File: src/rtl/toeb_pkg.sv
// ----------------------------------------------------------------------------
// toeb_pkg
// Shared types and constants of the timestamp-ordered event buffer.
// ----------------------------------------------------------------------------
package toeb_pkg;

    localparam int DEPTH_DEF = 16;
    localparam int TIME_W    = 48;
    localparam int PAY_W     = 32;
    localparam int CFG_IDX_W = 2;

    // operation codes of an input word
    localparam logic OP_INSERT = 1'b0;
    localparam logic OP_DUMP   = 1'b1;

    // configuration register indexes
    localparam logic [CFG_IDX_W-1:0] CFG_TRACE_EN  = 2'd0;
    localparam logic [CFG_IDX_W-1:0] CFG_DRAIN_ALL = 2'd1;

    typedef enum logic [1:0] {
        ST_DRAINED = 2'd0,
        ST_EMPTY   = 2'd1,
        ST_FULL    = 2'd2
    } t_status;

    typedef enum logic {
        S_IDLE = 1'b0,
        S_DUMP = 1'b1
    } t_state;

    // controller -> datapath
    typedef struct packed {
        logic insert;
        logic load_reject;
        logic load_empty;
        logic capture;
        logic pop;
    } t_cmd;

    // datapath -> controller
    typedef struct packed {
        logic full;
        logic trace_en;
        logic head_ok;
        logic next_ok;
        logic out_free;
    } t_stat;

endpackage

File: src/rtl/toeb_in_if.sv
// ----------------------------------------------------------------------------
// toeb_in_if
// Input channel: insert and dump words.
// ----------------------------------------------------------------------------
interface toeb_in_if;
    logic        valid;
    logic        ready;
    logic        op;
    logic [47:0] event_time;
    logic [31:0] event_payload;
    logic        force_all;
    logic [47:0] dump_limit;

    modport source (output valid, op, event_time, event_payload, force_all, dump_limit,
                    input ready);
    modport sink   (input valid, op, event_time, event_payload, force_all, dump_limit,
                    output ready);
endinterface

File: src/rtl/toeb_out_if.sv
// ----------------------------------------------------------------------------
// toeb_out_if
// Result channel: drained events and status words.
// ----------------------------------------------------------------------------
interface toeb_out_if;
    logic        valid;
    logic        ready;
    logic [1:0]  status;
    logic [31:0] out_payload;
    logic [47:0] out_time;
    logic        last;

    modport source (output valid, status, out_payload, out_time, last, input ready);
    modport sink   (input valid, status, out_payload, out_time, last, output ready);
endinterface

File: src/rtl/toeb_cfg_if.sv
// ----------------------------------------------------------------------------
// toeb_cfg_if
// Configuration write channel: register index and write data.
// ----------------------------------------------------------------------------
interface toeb_cfg_if;
    logic       valid;
    logic       ready;
    logic [1:0] index;
    logic       data;

    modport source (output valid, index, data, input ready);
    modport sink   (input valid, index, data, output ready);
endinterface

File: src/rtl/toeb_datapath.sv
// ----------------------------------------------------------------------------
// toeb_datapath
// Sorted shift-register cells, fill count, dump context and result register.
// ----------------------------------------------------------------------------
module toeb_datapath
    import toeb_pkg::*;
#(
    parameter int DEPTH = DEPTH_DEF
) (
    input  logic                 i_clk,
    input  logic                 i_rst_n,
    input  t_cmd                 i_cmd,
    output t_stat                o_stat,
    input  logic [TIME_W-1:0]    i_event_time,
    input  logic [PAY_W-1:0]     i_event_payload,
    input  logic                 i_force_all,
    input  logic [TIME_W-1:0]    i_dump_limit,
    input  logic                 i_cfg_valid,
    input  logic [CFG_IDX_W-1:0] i_cfg_index,
    input  logic                 i_cfg_data,
    input  logic                 i_out_ready,
    output logic                 o_out_valid,
    output logic [1:0]           o_status,
    output logic [PAY_W-1:0]     o_out_payload,
    output logic [TIME_W-1:0]    o_out_time,
    output logic                 o_last
);

    localparam int CNT_W = $clog2(DEPTH + 1);

    logic [TIME_W-1:0] r_time [DEPTH];
    logic [PAY_W-1:0]  r_pay  [DEPTH];
    logic [TIME_W-1:0] n_time [DEPTH];
    logic [PAY_W-1:0]  n_pay  [DEPTH];
    logic [CNT_W-1:0]  r_count;
    logic [DEPTH-1:0]  w_gt;

    logic              r_trace_en;
    logic              r_drain_all;
    logic              r_all;
    logic [TIME_W-1:0] r_limit;

    logic              r_out_valid;
    t_status           r_status;
    logic [PAY_W-1:0]  r_out_pay;
    logic [TIME_W-1:0] r_out_time;
    logic              r_last;

    // configuration registers
    always_ff @(posedge i_clk) begin
        if (!i_rst_n) begin
            r_trace_en  <= 1'b1;
            r_drain_all <= 1'b0;
        end else if (i_cfg_valid) begin
            if (i_cfg_index == CFG_TRACE_EN)  r_trace_en  <= i_cfg_data;
            if (i_cfg_index == CFG_DRAIN_ALL) r_drain_all <= i_cfg_data;
        end
    end

    // stored entries later than the new timestamp (monotone over the cells)
    for (genvar i = 0; i < DEPTH; i++) begin : g_cmp
        assign w_gt[i] = (CNT_W'(i) < r_count) && (r_time[i] > i_event_time);
    end

    // cells: insert opens a slot at the first later entry, pop shifts to head
    for (genvar i = 0; i < DEPTH; i++) begin : g_cell
        logic              w_from_prev;
        logic              w_take_new;
        logic [TIME_W-1:0] w_prev_time;
        logic [PAY_W-1:0]  w_prev_pay;
        logic [TIME_W-1:0] w_next_time;
        logic [PAY_W-1:0]  w_next_pay;
        if (i == 0) begin : g_head
            assign w_from_prev = 1'b0;
            assign w_prev_time = '0;
            assign w_prev_pay  = '0;
        end else begin : g_body
            assign w_from_prev = w_gt[i-1];
            assign w_prev_time = r_time[i-1];
            assign w_prev_pay  = r_pay[i-1];
        end
        if (i == DEPTH - 1) begin : g_tail
            assign w_next_time = r_time[i];
            assign w_next_pay  = r_pay[i];
        end else begin : g_inner
            assign w_next_time = r_time[i+1];
            assign w_next_pay  = r_pay[i+1];
        end
        assign w_take_new = w_gt[i] || (CNT_W'(i) == r_count);

        assign n_time[i] = !i_cmd.insert ? w_next_time :
                           w_from_prev   ? w_prev_time :
                           w_take_new    ? i_event_time : r_time[i];
        assign n_pay[i]  = !i_cmd.insert ? w_next_pay :
                           w_from_prev   ? w_prev_pay :
                           w_take_new    ? i_event_payload : r_pay[i];
    end

    always_ff @(posedge i_clk) begin
        if (i_cmd.insert || i_cmd.pop) begin
            r_time <= n_time;
            r_pay  <= n_pay;
        end
    end

    // fill count
    always_ff @(posedge i_clk) begin
        if (!i_rst_n) begin
            r_count <= '0;
        end else if (i_cmd.insert) begin
            r_count <= r_count + CNT_W'(1);
        end else if (i_cmd.pop) begin
            r_count <= r_count - CNT_W'(1);
        end
    end

    // dump context, captured when a dump word is taken with tracing on
    always_ff @(posedge i_clk) begin
        if (i_cmd.capture) begin
            r_all   <= i_force_all | r_drain_all;
            r_limit <= i_dump_limit;
        end
    end

    // result register
    always_ff @(posedge i_clk) begin
        if (!i_rst_n) begin
            r_out_valid <= 1'b0;
        end else if (i_cmd.load_reject || i_cmd.load_empty || i_cmd.pop) begin
            r_out_valid <= 1'b1;
        end else if (i_out_ready) begin
            r_out_valid <= 1'b0;
        end
    end

    always_ff @(posedge i_clk) begin
        if (i_cmd.pop) begin
            r_status   <= ST_DRAINED;
            r_out_pay  <= r_pay[0];
            r_out_time <= r_time[0];
            r_last     <= ~o_stat.next_ok;
        end else if (i_cmd.load_reject || i_cmd.load_empty) begin
            r_status   <= i_cmd.load_reject ? ST_FULL : ST_EMPTY;
            r_out_pay  <= '0;
            r_out_time <= '0;
            r_last     <= 1'b1;
        end
    end

    // status toward the controller
    always_comb begin
        o_stat.full     = (r_count == CNT_W'(DEPTH));
        o_stat.trace_en = r_trace_en;
        o_stat.head_ok  = (r_count != '0) && (r_all || (r_time[0] <= r_limit));
        o_stat.next_ok  = (r_count > CNT_W'(1)) && (r_all || (r_time[1] <= r_limit));
        o_stat.out_free = ~r_out_valid | i_out_ready;
    end

    assign o_out_valid   = r_out_valid;
    assign o_status      = r_status;
    assign o_out_payload = r_out_pay;
    assign o_out_time    = r_out_time;
    assign o_last        = r_last;

endmodule

File: src/rtl/toeb_ctrl.sv
// ----------------------------------------------------------------------------
// toeb_ctrl
// Controller: takes input words; dumps one event per cycle unless stalled.
// ----------------------------------------------------------------------------
module toeb_ctrl
    import toeb_pkg::*;
(
    input  logic  i_clk,
    input  logic  i_rst_n,
    input  logic  i_in_valid,
    input  logic  i_op,
    output logic  o_in_ready,
    input  t_stat i_stat,
    output t_cmd  o_cmd
);

    t_state r_state;
    t_state n_state;

    always_ff @(posedge i_clk) begin
        if (!i_rst_n) begin
            r_state <= S_IDLE;
        end else begin
            r_state <= n_state;
        end
    end

    // next state and commands
    always_comb begin
        n_state    = r_state;
        o_in_ready = 1'b0;
        o_cmd      = '0;
        unique case (r_state)
            S_IDLE: begin
                o_in_ready = i_stat.out_free;
                if (i_in_valid && i_stat.out_free) begin
                    if (i_op == OP_INSERT) begin
                        if (i_stat.full) o_cmd.load_reject = 1'b1;
                        else             o_cmd.insert      = 1'b1;
                    end else if (!i_stat.trace_en) begin
                        o_cmd.load_empty = 1'b1;
                    end else begin
                        o_cmd.capture = 1'b1;
                        n_state       = S_DUMP;
                    end
                end
            end
            S_DUMP: begin
                // head can be not drainable only before the first pop of a dump
                if (i_stat.out_free) begin
                    if (i_stat.head_ok) begin
                        o_cmd.pop = 1'b1;
                        if (!i_stat.next_ok) n_state = S_IDLE;
                    end else begin
                        o_cmd.load_empty = 1'b1;
                        n_state          = S_IDLE;
                    end
                end
            end
            default: n_state = S_IDLE;
        endcase
    end

endmodule

File: src/rtl/timestamp_ordered_event_buffer.sv
// ----------------------------------------------------------------------------
// timestamp_ordered_event_buffer
// Sorted-insertion event queue keyed by 48-bit timestamp, drained in order.
// ----------------------------------------------------------------------------
// Usage:
//   i_in carries insert words (op 0: event_time, event_payload) and dump
//   words (op 1: force_all, dump_limit). o_out carries result words with
//   status, out_payload, out_time and last. i_cfg writes trace_enabled
//   (index 0) and drain_all_mode (index 1); it is always ready.
//   A successful insert gives no result; equal timestamps keep arrival
//   order. An insert into a full buffer gives one registered status-2
//   word. A dump first captures the limit, then shifts its events out of
//   the head cell one event per cycle while the receiver does not stall,
//   the last one flagged. A dump that drains nothing, or any dump with
//   tracing off, gives one status-1 word.
//   Input is taken one word at a time; none is taken while a dump runs.
//   The single result register sets the pace: when the receiver stalls, the
//   result holds and the dump waits, and no new word is taken while the
//   result register cannot be refilled.
//   Reset empties the buffer, sets tracing on and drain-all mode off.
// ----------------------------------------------------------------------------
module timestamp_ordered_event_buffer
    import toeb_pkg::*;
#(
    parameter int DEPTH = DEPTH_DEF
) (
    input  logic       i_clk,
    input  logic       i_rst_n,
    toeb_in_if.sink    i_in,
    toeb_out_if.source o_out,
    toeb_cfg_if.sink   i_cfg
);

    t_cmd  w_cmd;
    t_stat w_stat;

    assign i_cfg.ready = 1'b1;

    toeb_ctrl u_ctrl (
        .i_clk      (i_clk),
        .i_rst_n    (i_rst_n),
        .i_in_valid (i_in.valid),
        .i_op       (i_in.op),
        .o_in_ready (i_in.ready),
        .i_stat     (w_stat),
        .o_cmd      (w_cmd)
    );

    toeb_datapath #(
        .DEPTH (DEPTH)
    ) u_datapath (
        .i_clk           (i_clk),
        .i_rst_n         (i_rst_n),
        .i_cmd           (w_cmd),
        .o_stat          (w_stat),
        .i_event_time    (i_in.event_time),
        .i_event_payload (i_in.event_payload),
        .i_force_all     (i_in.force_all),
        .i_dump_limit    (i_in.dump_limit),
        .i_cfg_valid     (i_cfg.valid),
        .i_cfg_index     (i_cfg.index),
        .i_cfg_data      (i_cfg.data),
        .i_out_ready     (o_out.ready),
        .o_out_valid     (o_out.valid),
        .o_status        (o_out.status),
        .o_out_payload   (o_out.out_payload),
        .o_out_time      (o_out.out_time),
        .o_last          (o_out.last)
    );

endmodule

File: src/flat_wrapper.sv
// flat-port wrapper written by rule: the top's interface ports become plain ports
module timestamp_ordered_event_buffer_flat import toeb_pkg::*;
#(
    parameter int DEPTH = DEPTH_DEF
)
  (i_clk, i_rst_n, i_in_valid, i_in_op, i_in_event_time, i_in_event_payload, i_in_force_all, i_in_dump_limit, i_in_ready, o_out_valid, o_out_status, o_out_out_payload, o_out_out_time, o_out_last, o_out_ready, i_cfg_valid, i_cfg_index, i_cfg_data, i_cfg_ready);
  toeb_in_if i_in_i ();
  toeb_out_if o_out_i ();
  toeb_cfg_if i_cfg_i ();
  input  logic i_clk;
  input  logic i_rst_n;
  input wire logic [$bits(i_in_i.valid)-1:0] i_in_valid;
  input wire logic [$bits(i_in_i.op)-1:0] i_in_op;
  input wire logic [$bits(i_in_i.event_time)-1:0] i_in_event_time;
  input wire logic [$bits(i_in_i.event_payload)-1:0] i_in_event_payload;
  input wire logic [$bits(i_in_i.force_all)-1:0] i_in_force_all;
  input wire logic [$bits(i_in_i.dump_limit)-1:0] i_in_dump_limit;
  output wire logic [$bits(i_in_i.ready)-1:0] i_in_ready;
  output wire logic [$bits(o_out_i.valid)-1:0] o_out_valid;
  output wire logic [$bits(o_out_i.status)-1:0] o_out_status;
  output wire logic [$bits(o_out_i.out_payload)-1:0] o_out_out_payload;
  output wire logic [$bits(o_out_i.out_time)-1:0] o_out_out_time;
  output wire logic [$bits(o_out_i.last)-1:0] o_out_last;
  input wire logic [$bits(o_out_i.ready)-1:0] o_out_ready;
  input wire logic [$bits(i_cfg_i.valid)-1:0] i_cfg_valid;
  input wire logic [$bits(i_cfg_i.index)-1:0] i_cfg_index;
  input wire logic [$bits(i_cfg_i.data)-1:0] i_cfg_data;
  output wire logic [$bits(i_cfg_i.ready)-1:0] i_cfg_ready;
  assign i_in_i.valid = i_in_valid;
  assign i_in_i.op = i_in_op;
  assign i_in_i.event_time = i_in_event_time;
  assign i_in_i.event_payload = i_in_event_payload;
  assign i_in_i.force_all = i_in_force_all;
  assign i_in_i.dump_limit = i_in_dump_limit;
  assign i_in_ready = i_in_i.ready;
  assign o_out_valid = o_out_i.valid;
  assign o_out_status = o_out_i.status;
  assign o_out_out_payload = o_out_i.out_payload;
  assign o_out_out_time = o_out_i.out_time;
  assign o_out_last = o_out_i.last;
  assign o_out_i.ready = o_out_ready;
  assign i_cfg_i.valid = i_cfg_valid;
  assign i_cfg_i.index = i_cfg_index;
  assign i_cfg_i.data = i_cfg_data;
  assign i_cfg_ready = i_cfg_i.ready;
  timestamp_ordered_event_buffer #(.DEPTH(DEPTH)) u_core (.i_clk(i_clk), .i_rst_n(i_rst_n), .i_in(i_in_i), .o_out(o_out_i), .i_cfg(i_cfg_i));
endmodule
File: config.mk
export PLATFORM = sky130hd
export DESIGN_NAME = timestamp_ordered_event_buffer_flat
export DESIGN_NICKNAME = d
export VERILOG_FILES = /design/src/rtl/toeb_pkg.sv /design/src/rtl/toeb_in_if.sv /design/src/rtl/toeb_out_if.sv /design/src/rtl/toeb_cfg_if.sv /design/src/rtl/toeb_datapath.sv /design/src/rtl/toeb_ctrl.sv /design/src/rtl/timestamp_ordered_event_buffer.sv /design/src/flat_wrapper.sv
export SDC_FILE = /design/constraint.sdc
export NUM_CORES = 2
export LEC_CHECK = 0
export BUFFER_PORTS_ARGS = -buffer_cell sky130_fd_sc_hd__buf_2
export CAP_MARGIN = 20
export CORE_UTILIZATION = 46
export CTS_BUF_LIST = sky130_fd_sc_hd__clkbuf_16
export DETAILED_ROUTE_END_ITERATION = 6
export HOLD_SLACK_MARGIN = 0.02
export PLACE_DENSITY = 0.61
export SLEW_MARGIN = 0
export SYNTH_ARGS = -nofsm -noshare
export SYNTH_HDL_FRONTEND = slang
export SYNTH_HIERARCHICAL = 1
export SYNTH_SLANG_ARGS = --single-unit
File: constraint.sdc
create_clock -name i_clk -period 19.2 [get_ports i_clk]
set_input_delay 1.92 -clock i_clk [delete_from_list [all_inputs] [get_ports i_clk]]
set_output_delay 1.92 -clock i_clk [all_outputs]
set_load 0.005 [all_outputs]
# Word level (Yosys, flattened, before mapping)
# Cells that the tools add are included.
[totals] latch_bits=0 ramBits=0 elab_cells=307 memories=0 ff_bits=1421 output_inout_bits=86 romBits=0
[op_classes] mul=0 bitwise=5 n_mux=125 shifts=0 div=0 add_sub_neg=2 n_reduce_logical=65 eq_ne=32 order_cmp=35
[ops] op="two-way mux 48 bit" count=48
[ops] op="two-way mux 32 bit" count=48
[ops] op="greater-than comparator 48 bit" count=16
[ops] op="<= comparator 48 bit" count=2
[ops] op="inequality test 3 x 1 -> 1 bit, second input constant" count=14
[ops] op="== test 4 x 5 -> 1 bit, first input constant" count=8
[ops] op="< comparator 4 x 5 -> 1 bit, first input constant" count=8
[ops] op="AND reduction 2 bit" count=17
[ops] op="logical OR 1 bit" count=21
[ops] op="== test 3 x 5 -> 1 bit, first input constant" count=4
[ops] op="< comparator 3 x 5 -> 1 bit, first input constant" count=4
[ops] op="two-way mux 1 bit" count=20
[ops] op="logical AND 1 bit" count=19
[ops] op="== test 2 x 5 -> 1 bit, first input constant" count=2
[ops] op="< comparator 1 x 5 -> 1 bit, first input constant" count=2
[ops] op="< comparator 2 x 5 -> 1 bit, first input constant" count=2
[ops] op="two-way mux 5 bit" count=2
[ops] op="two-way mux 2 bit" count=4
[ops] op="nonzero test 2 bit" count=4
[ops] op="adder 5 x 1 -> 5 bit, second input constant" count=1
[ops] op="== test 1 x 5 -> 1 bit, first input constant" count=1
[ops] op="== test 5 bit, second input constant" count=1
[ops] op="greater-than comparator 5 x 1 -> 1 bit, second input constant" count=1
[ops] op="logical NOT 5 bit" count=1
[ops] op="other kinds (10)" count=14

# Longest topological paths before layout
[depth] ltp_word=9 mapped_depth=17

# Modules after synthesis
# Netlist, hierarchy kept.
[modules_own_cells] module="toeb_datapath" area_per_inst_um2=88361.0 seq_area_each_um2=42540.8 cells_each=8112 instances=1
[modules_own_cells] module="toeb_ctrl" area_per_inst_um2=128.9 seq_area_each_um2=20.0 cells_each=14 instances=1
[modules_own_cells] module="timestamp_ordered_event_buffer" area_per_inst_um2=11.3 seq_area_each_um2=0.0 cells_each=2 instances=1

# Worst setup path after synthesis
# No wires, ideal clock.
[synth_path] path_kind="input -> register" from="input port i_in_event_time[14]" to="register u_core.u_datapath.r_pay (netlist bit u_core/u_datapath/g_cell[10].w_prev_pay[0]) (enable)" t_arrival_ns=8.784 setup_time_ns=0.566 path_slack_ns=9.850 stages=13 required_time_ns=18.634 path_buffers=4 cell_sequence="clkbuf_1 > buf_2 > inv_1 > ha_1 > nand4_1 > or4_1 > a21oi_1 > o311ai_1 > a31oi_1 > buf_4 > buf_4 > inv_2 > a31oi_1"
[synth_via] elab_chain_len=5 elab_cells_between_ends=7 cone_classes="2 x order compare; 1 x eq/ne; 4 x reduce/logical"
[synth_lines] item="start: declaration" line_no="flat_wrapper.sv:14" text="input wire logic [$bits(i_in_i.event_time)-1:0] i_in_event_time;"
[synth_lines] item="greater-than comparator 48 bit" line_no="toeb_datapath.sv:62" text="assign w_gt[i] = (CNT_W'(i) < r_count) && (r_time[i] > i_event_time);"
[synth_lines] item="logical AND 1 bit" line_no="toeb_datapath.sv:62"
[synth_lines] item="logical OR 1 bit" line_no="toeb_datapath.sv:89" text="assign w_take_new = w_gt[i] || (CNT_W'(i) == r_count);"
[synth_lines] item="inequality test 3 x 1 -> 1 bit (no source line) (*)"
[synth_lines] item="AND reduction 2 bit (no source line) (*)"
[synth_lines] item="end signal: assignment" line_no="toeb_datapath.sv:102" text="r_pay <= n_pay;"
[synth_lines] item="end: declaration" line_no="toeb_datapath.sv:32" text="logic [PAY_W-1:0] r_pay [DEPTH];"
# Every way passes the cells marked *; elsewhere a longest branch is shown, timed or not.
# A chain may end at the register's enable or synchronous reset.

==> results_dict.tcl <==
set metrics [dict create \
    status "complete, no violations" \
    p_per_area_nw_per_um2 89.7 \
    root_buffer "clkbuf_16" \
    tightest_slew_ns 1.32 \
    start_util_pct 46.4 \
    antenna_left 0 \
    cp_slowest_cell "nor4b_4" \
    most-common-layout-cells "edfxtp_1, a21oi_1, nor2_1, mux2i_1, ha_1" \
    p_leak_nw 36.5 \
    rows 160 \
    finalCriticalPeriod_ns 7.55 \
    layout-drive-gt1-share_pct 9.04 \
    hold_buffers 0 \
    grt_first_pass_wirelength_mm 441 \
    synth_nets 9135 \
    cp-end-kind "flip-flop" \
    io_buffers 222 \
    grt_max_degree 226 \
    ctsResizeCount 0 \
    yosysSeqAreaShare_pct 48.1 \
    setup_tns_ns 0 \
    skew_ns 0.0502 \
    die_h_um 441 \
    cts_buffer_depth 3 \
    met2_wirelength_mm 138 \
    antenna_found_initial 20 \
    wire_per_inst_um 28.2 \
    grt_pass1_vias 64900 \
    avgSynthCellArea_um2 10.9 \
    clk_latency_ns 0.85 \
    globalRouteOverflowTotal 0 \
    path_buf_inv 5 \
    maxCapViolations 0 \
    die_area_um2 194000 \
    post-cts-setup-buffer-count 0 \
    via_count 67200 \
    routed_wirelength_mm 303 \
    nets 9104 \
    synth_area_um2 88500 \
    critPathKind "reg2reg" \
    top_layer_used "met5" \
    final_max_slew_viol_count 0 \
    io_pins 224 \
    wl_met3_mm 24.1 \
    cts_sinks 1421 \
    crit_chain "inv_1 -> ha_1 -> nand4_1 -> nor2_1 -> nor4b_4 -> nand3_1 -> nor4_2 -> o21ai_0 -> o41ai_1 -> buf_4 -> and3_4 -> buf_4 -> nor3_1 -> inv_4 -> buf_4" \
    synth_warnings 6 \
    drt_iter0_drc 6953 \
    ys_ff_latch 1421 \
    final_common_cell "edfxtp_1" \
    synthToLayoutAreaGrowth_pct 9.58 \
    core_area_um2 191000 \
    synthCells 8128 \
    critPathMaxFanout 68 \
    drt_first_pass_iters 6 \
    max_stage_delay_ns 0.97 \
    crit_required_ns 19.65 \
    peakVddDrop_mv 0.0991 \
    drc 0 \
    cp-start-kind "flip-flop" \
    synthArstFlopShare_pct 0 \
    tritoncts "done" \
    dp_hpwl_mm 206 \
    arrival_ns 8.00 \
    grtUsageTotal_pct 30.7 \
    hp-class "reg2reg" \
    timing.final.crit_share_pct 39.3 \
    setup_violations 0 \
    htreeDepth 4 \
    gp_congestion 0.957 \
    rsz0062_at_grt "no" \
    routedLengthMet1_mm 126 \
    clk_pin_slew_ns 0.06 \
    finalHoldViolCount 0 \
    cts_inserted_buffers 165 \
    synthDistinctLibCells 79 \
    max_slew_margin_pct 12.0 \
    fin_hold_ws_ns 0.493 \
    crit_top_cell "buf_4" \
    yosys_most_used_dff "edfxtp_1" \
    synth_edf_count 1410 \
    critPathTopFamily "simple AND/OR/NAND/NOR gates" \
    max_freq_ghz 0.133 \
    avgViaCountPerCell 6.25 \
    die_w_um 441 \
]
==> cells in the mapped netlist, types with 13 or more instances <==
cell       count  share of area [%]
mux2i_1     1033                 12
a21oi_1     1393                7.9
nand3_1      197                1.1
nor2_1      1191                5.1
a211oi_1      27               0.23
inv_1        131               0.56
mux2_2        81                1.0
nand4_1      190                1.3
nor4_1        34               0.24
buf_2        108               0.61
o21ai_0      183                1.0
clkbuf_1     351                1.5
buf_4         40               0.34
ha_1         869                 12
nor3_1        33               0.19
nand2_1      195               0.83
and2_1        86               0.61
a31oi_1      100               0.71
edfxtp_1    1410                 48
o211ai_1      24               0.20
mux2_1        78               0.99
a221oi_1      14               0.14
a21o_1        80               0.68
a2111oi_0     13               0.13
nor2b_1       32               0.23
buf_6         48               0.61
==> cells by family (layout without fill, tap and decap cells) <==
group / count (synthesis) / after routing / synth area share (%)
AOI/OAI and AO/OA: 1930 / 1930 / 11.9
xor gates and xnor gates: 3 / 3 / 0.0297
adders and majority gates: 869 / 869 / 12.3
buffers and inverters: 695 / 797 / 3.82
DFF: 1421 / 1421 / 48.1
muxes: 1192 / 1192 / 13.7
other: 1 / 8 / 0.00424
and+or+nand+nor: 2017 / 2017 / 10.1
==> final cells by class <==
class	count	area (µm²)
antenna	7	17.5
clock buffer	166	4150
clock inverter	134	1200
fill	17100	93600
inverter	132	498
multi-input combinational	6012	43100
sequential	1421	42600
tap	2511	3140
timing repair buffer	365	2350
==> sequential cells by signal, indices dropped and copies added, names as in the netlist <==
register                              flops
u_core/u_datapath/r_drain_all             1
u_core/u_datapath/g_cell.w_next_pay     416
u_core/u_datapath/o_last                  1
u_core/u_datapath/o_out_payload          32
u_core/u_datapath/r_count                 5
u_core/u_datapath/o_status                2
u_core/u_datapath/r_limit                48
u_core/u_datapath/r_all                   1
u_core/u_datapath/g_cell.w_prev_pay      96
u_core/u_datapath/o_out_time             48
u_core/u_datapath/g_cell.w_prev_time    144
u_core/u_ctrl/r_state                     1
u_core/u_datapath/o_out_valid             1
u_core/u_datapath/g_cell.w_next_time    624
u_core/u_datapath/r_trace_en              1
==> stage by stage <==
stage               instance area (µm²)  total power (W)  setup slack, ns  util [%]  std cells
CTS                               96900          0.00873            11.95      50.8      10700
finish                            97000          0.00870            11.65      50.9      10700
global route                      97000          0.00902            11.66      50.9      10700
floorplan                         88500          0.00499             9.85         -       8128
global placement                  91400          0.00553            10.28      48.0      10400
detailed placement                91500          0.00557            11.16      48.0      10400
==> layer usage <==
layer,GRT usage (%),up-vias
li1,-,30600
met1,40.5,33100
met2,48.9,2854
met3,5.57,646
met4,14.3,16
met5,0,-
==> worst min-delay path: stages, from the launching register on <==
cell     delay, ns
dfxtp_1       0.32
a21oi_1       0.06
nor2_1        0.08
==> worst paths after layout <==
path,from,endpoint,slack [ns],depth (start not counted)
hold reg to reg,u_core/u_datapath/o_status[1],u_core/u_datapath/o_status[1],0.49,2
setup / recovery,u_core/u_datapath/r_limit[47],u_core/u_datapath/o_out_payload[1],11.65,15
hold / removal,u_core/u_datapath/o_status[1],u_core/u_datapath/o_status[1],0.49,2
setup reg to reg,u_core/u_datapath/r_limit[47],u_core/u_datapath/o_out_payload[1],11.65,15
==> report_power, final <==
group / internal, W / switching [W] / leakage [nW]
registers: 0.00377 / 0.000215 / 13.1
clock network: 0.00177 / 0.00138 / 2.76
logic: 0.000511 / 0.00104 / 20.6
(Power assumes the default switching activity.)
